==> src/hdl/mbsd_pkg.sv <==
// Package with the types, byte codes and length decode shared by the MIDI byte stream decoder.
package mbsd_pkg;

    typedef logic [7:0] midi_byte_t;
    typedef logic [1:0] msg_len_t;

    typedef enum logic [1:0] {
        KIND_NONE = 2'd0,
        KIND_MSG  = 2'd1,
        KIND_BAD  = 2'd2
    } result_kind_t;

    localparam midi_byte_t REALTIME_MIN = 8'hF8;
    localparam midi_byte_t SYSEX_START  = 8'hF0;
    localparam midi_byte_t SYSEX_END    = 8'hF7;
    localparam midi_byte_t STATUS_BIT   = 8'h80;
    localparam midi_byte_t PROG_CHANGE  = 8'hC0;
    localparam midi_byte_t CHAN_PRESS   = 8'hD0;
    localparam midi_byte_t TIME_CODE    = 8'hF1;
    localparam midi_byte_t SONG_POS     = 8'hF2;
    localparam midi_byte_t SONG_SEL     = 8'hF3;
    localparam midi_byte_t TUNE_REQ     = 8'hF6;
    localparam midi_byte_t UPPER_NIBBLE = 8'hF0;

    // Total message length for a status byte, zero when the byte is not a
    // supported status.
    function automatic msg_len_t status_len(input midi_byte_t s);
        msg_len_t len;
        len = 2'd0;
        if ((s & STATUS_BIT) == 8'h00) begin
            len = 2'd0;
        end else if (s < SYSEX_START) begin
            if ((s & UPPER_NIBBLE) == PROG_CHANGE || (s & UPPER_NIBBLE) == CHAN_PRESS) begin
                len = 2'd2;
            end else begin
                len = 2'd3;
            end
        end else begin
            case (s)
                TIME_CODE, SONG_SEL: len = 2'd2;
                SONG_POS:            len = 2'd3;
                TUNE_REQ, SYSEX_END, 8'hF8, 8'hFA, 8'hFB, 8'hFC, 8'hFE, 8'hFF: len = 2'd1;
                default:             len = 2'd0;
            endcase
        end
        return len;
    endfunction

endpackage

==> src/hdl/midi_byte_stream_decoder.sv <==
// MIDI byte stream decoder with running status, one result beat per input beat.
// Stages: input register, then result register; a beat waits in the input register while
// the receiver stalls. Throughput: one byte per cycle while the receiver keeps up; a
// short compare network decodes the input register into the result register while the
// parser state updates in the same cycle.
// Reset: synchronous, active-low aresetn empties both stages and clears the parser state.
module midi_byte_stream_decoder
    import mbsd_pkg::*;
(
    input  logic       aclk,
    input  logic       aresetn,
    input  logic       s_valid,
    output logic       s_ready,
    input  logic [7:0] s_in_byte,
    output logic       m_valid,
    input  logic       m_ready,
    output logic [1:0] m_result_kind,
    output logic [7:0] m_msg_status,
    output logic [6:0] m_data_first,
    output logic [6:0] m_data_second,
    output logic [1:0] m_msg_length
);

    // Pipeline occupancy and handshake control. The input stage hands its
    // beat to the result stage whenever the result stage is empty or is being
    // drained in the same cycle, so both sides can move every cycle.
    logic       in_valid_reg;
    midi_byte_t in_byte_reg;
    logic       out_valid_reg;
    logic       advance;

    assign advance = in_valid_reg && (!out_valid_reg || m_ready);
    assign s_ready = !in_valid_reg || advance;
    assign m_valid = out_valid_reg;

    // Parser state.
    midi_byte_t running_reg, running_next;
    midi_byte_t active_reg,  active_next;
    logic [1:0] seen_reg,    seen_next;
    logic [6:0] hold0_reg,   hold0_next;
    logic [6:0] hold1_reg,   hold1_next;
    logic       sysex_reg,   sysex_next;

    // Result of decoding the byte in the input register.
    result_kind_t kind_c;
    midi_byte_t   status_c;
    logic [6:0]   first_c;
    logic [6:0]   second_c;
    msg_len_t     len_c;

    // Result register.
    result_kind_t kind_reg;
    midi_byte_t   status_reg;
    logic [6:0]   first_reg;
    logic [6:0]   second_reg;
    msg_len_t     len_reg;

    always_comb begin
        midi_byte_t b;
        midi_byte_t act_v;
        logic [1:0] seen_v;
        logic [1:0] cnt_v;
        msg_len_t   len_v;
        logic [6:0] h0_v;
        logic [6:0] h1_v;

        b      = in_byte_reg;
        act_v  = active_reg;
        seen_v = seen_reg;
        cnt_v  = 2'd0;
        len_v  = 2'd0;
        h0_v   = hold0_reg;
        h1_v   = hold1_reg;

        running_next = running_reg;
        active_next  = active_reg;
        seen_next    = seen_reg;
        hold0_next   = hold0_reg;
        hold1_next   = hold1_reg;
        sysex_next   = sysex_reg;

        kind_c   = KIND_NONE;
        status_c = 8'h00;
        first_c  = 7'h00;
        second_c = 7'h00;
        len_c    = 2'd0;

        if (b >= REALTIME_MIN) begin
            // Realtime bytes pass straight through and leave the state alone.
            if (status_len(b) == 2'd0) begin
                kind_c = KIND_BAD;
            end else begin
                kind_c   = KIND_MSG;
                status_c = b;
                len_c    = 2'd1;
            end
        end else if (sysex_reg && b == SYSEX_END) begin
            // End of a system-exclusive block is reported as discarded.
            sysex_next = 1'b0;
            kind_c     = KIND_BAD;
        end else if (sysex_reg && !b[7]) begin
            // Data inside a system-exclusive block is swallowed.
            kind_c = KIND_NONE;
        end else if (b[7]) begin
            // Any other status byte closes an open sysex block first.
            sysex_next = 1'b0;
            if (b == SYSEX_START) begin
                running_next = 8'h00;
                active_next  = 8'h00;
                seen_next    = 2'd0;
                sysex_next   = 1'b1;
                kind_c       = KIND_BAD;
            end else begin
                len_v     = status_len(b);
                seen_next = 2'd0;
                if (len_v == 2'd0) begin
                    // Undefined status keeps the running status.
                    active_next = 8'h00;
                    kind_c      = KIND_BAD;
                end else begin
                    active_next  = b;
                    running_next = (b < SYSEX_START) ? b : 8'h00;
                    if (len_v == 2'd1) begin
                        active_next = 8'h00;
                        kind_c      = KIND_MSG;
                        status_c    = b;
                        len_c       = 2'd1;
                    end
                end
            end
        end else begin
            // Data byte: fall back on the running status when nothing is active.
            if (active_reg == 8'h00) begin
                act_v  = running_reg;
                seen_v = 2'd0;
            end
            len_v = status_len(act_v);
            if (len_v < 2'd2 || seen_v >= 2'd2) begin
                active_next = 8'h00;
                seen_next   = 2'd0;
                kind_c      = KIND_BAD;
            end else begin
                if (seen_v[0]) begin
                    h1_v = b[6:0];
                end else begin
                    h0_v = b[6:0];
                end
                hold0_next = h0_v;
                hold1_next = h1_v;
                cnt_v      = seen_v + 2'd1;
                if ((3'(cnt_v) + 3'd1) < 3'(len_v)) begin
                    active_next = act_v;
                    seen_next   = cnt_v;
                    kind_c      = KIND_NONE;
                end else begin
                    active_next = running_reg;
                    seen_next   = 2'd0;
                    kind_c      = KIND_MSG;
                    status_c    = act_v;
                    first_c     = h0_v;
                    second_c    = (len_v > 2'd2) ? h1_v : 7'h00;
                    len_c       = len_v;
                end
            end
        end
    end

    always_ff @(posedge aclk) begin
        if (!aresetn) begin
            in_valid_reg  <= 1'b0;
            out_valid_reg <= 1'b0;
            running_reg   <= 8'h00;
            active_reg    <= 8'h00;
            seen_reg      <= 2'd0;
            hold0_reg     <= 7'h00;
            hold1_reg     <= 7'h00;
            sysex_reg     <= 1'b0;
        end else begin
            if (s_ready) begin
                in_valid_reg <= s_valid;
            end
            if (advance) begin
                out_valid_reg <= 1'b1;
            end else if (m_ready) begin
                out_valid_reg <= 1'b0;
            end
            if (advance) begin
                running_reg <= running_next;
                active_reg  <= active_next;
                seen_reg    <= seen_next;
                hold0_reg   <= hold0_next;
                hold1_reg   <= hold1_next;
                sysex_reg   <= sysex_next;
            end
        end
    end

    // Payload registers carry no reset; their valid flags guard them.
    always_ff @(posedge aclk) begin
        if (s_valid && s_ready) begin
            in_byte_reg <= s_in_byte;
        end
        if (advance) begin
            kind_reg   <= kind_c;
            status_reg <= status_c;
            first_reg  <= first_c;
            second_reg <= second_c;
            len_reg    <= len_c;
        end
    end

    assign m_result_kind = kind_reg;
    assign m_msg_status  = status_reg;
    assign m_data_first  = first_reg;
    assign m_data_second = second_reg;
    assign m_msg_length  = len_reg;

    // Inside a sysex block neither a running nor an active status survives.
    assert property (@(posedge aclk) disable iff (!aresetn)
        sysex_reg |-> (running_reg == 8'h00 && active_reg == 8'h00))
        else $error("sysex block open with a live status");

    // The data count is zero whenever no status is active, and never exceeds one.
    assert property (@(posedge aclk) disable iff (!aresetn)
        (active_reg == 8'h00) |-> (seen_reg == 2'd0))
        else $error("data count held without an active status");

    assert property (@(posedge aclk) disable iff (!aresetn)
        seen_reg != 2'd2 && seen_reg != 2'd3)
        else $error("data count out of range");

    // A result beat that is not a message carries all-zero fields.
    assert property (@(posedge aclk) disable iff (!aresetn)
        (m_valid && m_result_kind != KIND_MSG) |->
        (m_msg_status == 8'h00 && m_data_first == 7'h00 &&
         m_data_second == 7'h00 && m_msg_length == 2'd0))
        else $error("non-message result carries payload");

endmodule

==> config.mk <==
export PLATFORM = sky130hd
export DESIGN_NAME = midi_byte_stream_decoder
export DESIGN_NICKNAME = d
export VERILOG_FILES = /design/src/hdl/mbsd_pkg.sv /design/src/hdl/midi_byte_stream_decoder.sv
export SDC_FILE = /design/constraint.sdc
export NUM_CORES = 1
export LEC_CHECK = 0
export BUFFER_PORTS_ARGS = -buffer_cell sky130_fd_sc_hd__buf_4
export CAP_MARGIN = 20
export CORE_MARGIN = 2
export CORE_UTILIZATION = 45
export DETAILED_ROUTE_END_ITERATION = 10
export GPL_TIMING_DRIVEN = 0
export PLACE_DENSITY = 0.64
export SETUP_SLACK_MARGIN = 0.5
export SYNTH_ARGS = -nofsm -noshare
export SYNTH_HDL_FRONTEND = slang
export SYNTH_SLANG_ARGS = --single-unit
==> constraint.sdc <==
create_clock -name aclk -period 3.87 [get_ports aclk]
set_input_delay 0.387 -clock aclk [delete_from_list [all_inputs] [get_ports aclk]]
set_output_delay 0.387 -clock aclk [all_outputs]
set_load 0.005 [all_outputs]
==> impl_metrics.tcl <==
set metrics [dict create \
    status "finished, final reports clean" \
    hold_viol_final 0 \
    dp_hpwl_um 6000 \
    core_mm2 0.00729 \
    worst_pin_slew_ns 0.735 \
    powerDensity_mw_per_mm2 434 \
    yosys-top-cells-area "edfxtp_1, dfxtp_1, nand2_1" \
    num_io_pins 40 \
    placed_area_mm2 0.00386 \
    fin_worst_skew_ns 0.0112 \
    cp_max_fo 10 \
    antenna_cells 0 \
    critPathLaunchType "flip-flop" \
    setup_ws_ns 0.719 \
    synth_area_mm2 0.00341 \
    dr_total_vias 2887 \
    routed_via_density 5.71 \
    mostFrequentLayoutCells "nand2_1, buf_4, dfxtp_1" \
    yosysWarnings 0 \
    finalWirelength_um 8570 \
    grt_pass1_vias 2686 \
    drt.antenna.violating_nets 0 \
    nets 415 \
    synth-seq-area-share_pct 50.5 \
    io_buffers 39 \
    drive_gt1_share_pct 22.6 \
    cp.required_ns 3.96 \
    final_common_cell "nand2_1" \
    area_delta_synth_final_pct 21.3 \
    arrival_ns 3.25 \
    clkSlewWorstSetupHoldPaths_ns 0.08 \
    slew_violations 0 \
    synthMuxAreaShare_pct 4.11 \
    synthXorXnorAreaFrac_pct 0 \
    grt_remaining_overflow 0 \
    cts.sinks 69 \
    grt_max_degree 21 \
    antenna_found_initial 0 \
    die_height_um 91.0 \
    fin_crit_ns 3.15 \
    fin_crit_sh_pct 81.4 \
    synth-main-ff-cell "dfxtp_1" \
    grt_pass1_wl_um 13800 \
    stdcell_area_mm2 0.00414 \
    drc 0 \
    syn_area_per_cell_um2 9.77 \
    synthArstFlopShare_pct 0 \
    rsz0062_at_grt "false" \
    ys_seq_elements 69 \
    synth_cells 349 \
    max_slew_margin_pct 50.8 \
    grt_use_total_pct 21.1 \
    synth_edf_count 34 \
    dp_cells 488 \
    setup-tns-final_ns 0 \
    start_util_pct 46.8 \
    fin_cells 506 \
    fp.dieArea_mm2 0.00829 \
    clockBufferDepth 2 \
    htreeDepth 3 \
    clock_latency_ns 0.35 \
    hold_buffers 0 \
    cts_tree "built" \
    maxCapViolations 0 \
    synthAdderAreaFrac_pct 0.367 \
    finalSetupViolations 0 \
    fillers 662 \
    cts_root_buf "clkbuf_8" \
    numCtsBuffers 9 \
    utilization_pct 56.7 \
    vdd_drop_max_uv 238 \
    gp_congestion 0.944 \
    drtIter0Drc 163 \
    endpoint_kind "flip-flop" \
    fp-row-count 31 \
    synth_top_family_by_area "simple AND/OR/NAND/NOR gates" \
    die_x_um 91.0 \
    dr.pass1.iters 5 \
    cellLeakagePower_nw 1.50 \
    synthDistinctLibCells 56 \
    wl_per_cell_um 16.9 \
    synth-compound-area-share_pct 19.5 \
    max_clock_freq_mhz 317 \
    synth_simple_gate_area_share_pct 22.1 \
    synth_area_leader_cell "edfxtp_1" \
    min_path_type "in2reg" \
    place_ws_ns 0.310 \
    worstSetupPathType "reg2reg" \
    synth_fp_nets 362 \
    synth_top_area_share_pct 29.9 \
]
## through the flow
stage | hold WS [ns] | total power [mW]
after detailed placement | 0.502 | 1.03
after global routing | 0.212 | 1.84
after global placement | 0.490 | 1.02
after floorplan | 0.449 | 0.951
final | 0.216 | 1.79
after CTS | 0.212 | 1.79
## synthesized netlist by cell type, types with 2 or more instances
cell / count
a41oi_1: 5
nor4_1: 6
or2_2: 3
o21ai_1: 3
nand2b_1: 3
dfxtp_1: 35
nor2b_1: 21
nor2_1: 17
nor3_1: 2
mux2i_1: 14
o21ai_0: 13
a41o_1: 2
and2_1: 9
nand3_1: 2
edfxtp_1: 34
inv_2: 2
o22ai_1: 2
o21ai_2: 2
a31oi_1: 6
nand4_1: 11
nand3_2: 3
buf_2: 2
clkbuf_1: 18
nor4_4: 2
a21boi_0: 9
nand2_1: 50
a21oi_2: 8
inv_1: 7
a21oi_1: 31
## routing by layer
| metal | share of wire [%] | GRT usage [%] | up-vias | wire length (um) |
|---|---|---|---|---|
| li1 | - | - | 1382 | - |
| met1 | 45 | 27.4 | 1387 | 3850 |
| met2 | 47 | 34.6 | 99 | 4010 |
| met3 | 5.8 | 3.49 | 19 | 497 |
| met4 | 2.5 | 9.60 | 0 | 217 |
| met5 | 0 | 0 | - | 0 |
## cell families (layout without fill, tap and decap cells)
logic type      after synthesis  count (layout)
simple gates                138             138
buf+inv                      30              88
mux                          14              14
compound gates               97              97
fa+ha+maj                     1               1
flops                        69              69
## final cells by class
type	count	area (um^2)	share of cell area [%]
well taps	99	124	2.99
clock buffers	9	124	2.99
clock inverters	7	138	3.33
flip-flops and latches	69	1720	41.6
inverters	9	33.8	0.817
multi-input cells	250	1580	38.1
plain buffers	21	82.6	2.00
repair buffers	42	335	8.11
## worst paths after layout
check | start | endpoint | slack, ns | depth (start not counted)
max reg2reg | active_reg[0] | m_msg_status[5] | 0.72 | 13
max | active_reg[0] | m_msg_status[5] | 0.72 | 13
min | s_in_byte[0] | in_byte_reg[0] | 0.22 | 1
min reg2reg | running_reg[5] | running_reg[5] | 0.51 | 2
## report_power, final
group          total [mW]  switching [mW]  internal, mW
sequential          0.817          0.0221         0.795
combinational       0.202           0.123        0.0795
clock               0.775           0.284         0.491
## worst max-delay path: stages (launching register included)
cell and delay (ns):
dfxtp_1 0.40, nor4_4 0.37, nand2_1 0.19, and2_1 0.20
clkbuf_1 0.17, inv_2 0.22, clkbuf_2 0.29, ha_2 0.30
a2111o_2 0.15, nand2_2 0.09, nand3_2 0.13, inv_2 0.08
nor2_1 0.18, o21ai_1 0.12
## what timing repair did
item | 4_1_cts | 5_1_grt
endpoints found under the setup margin | 21 | 5
buffers inserted | 2 | 0
pin swaps | 2 | 0
resized for setup | 1 | 1
Power figures use the tool's default switching activity.
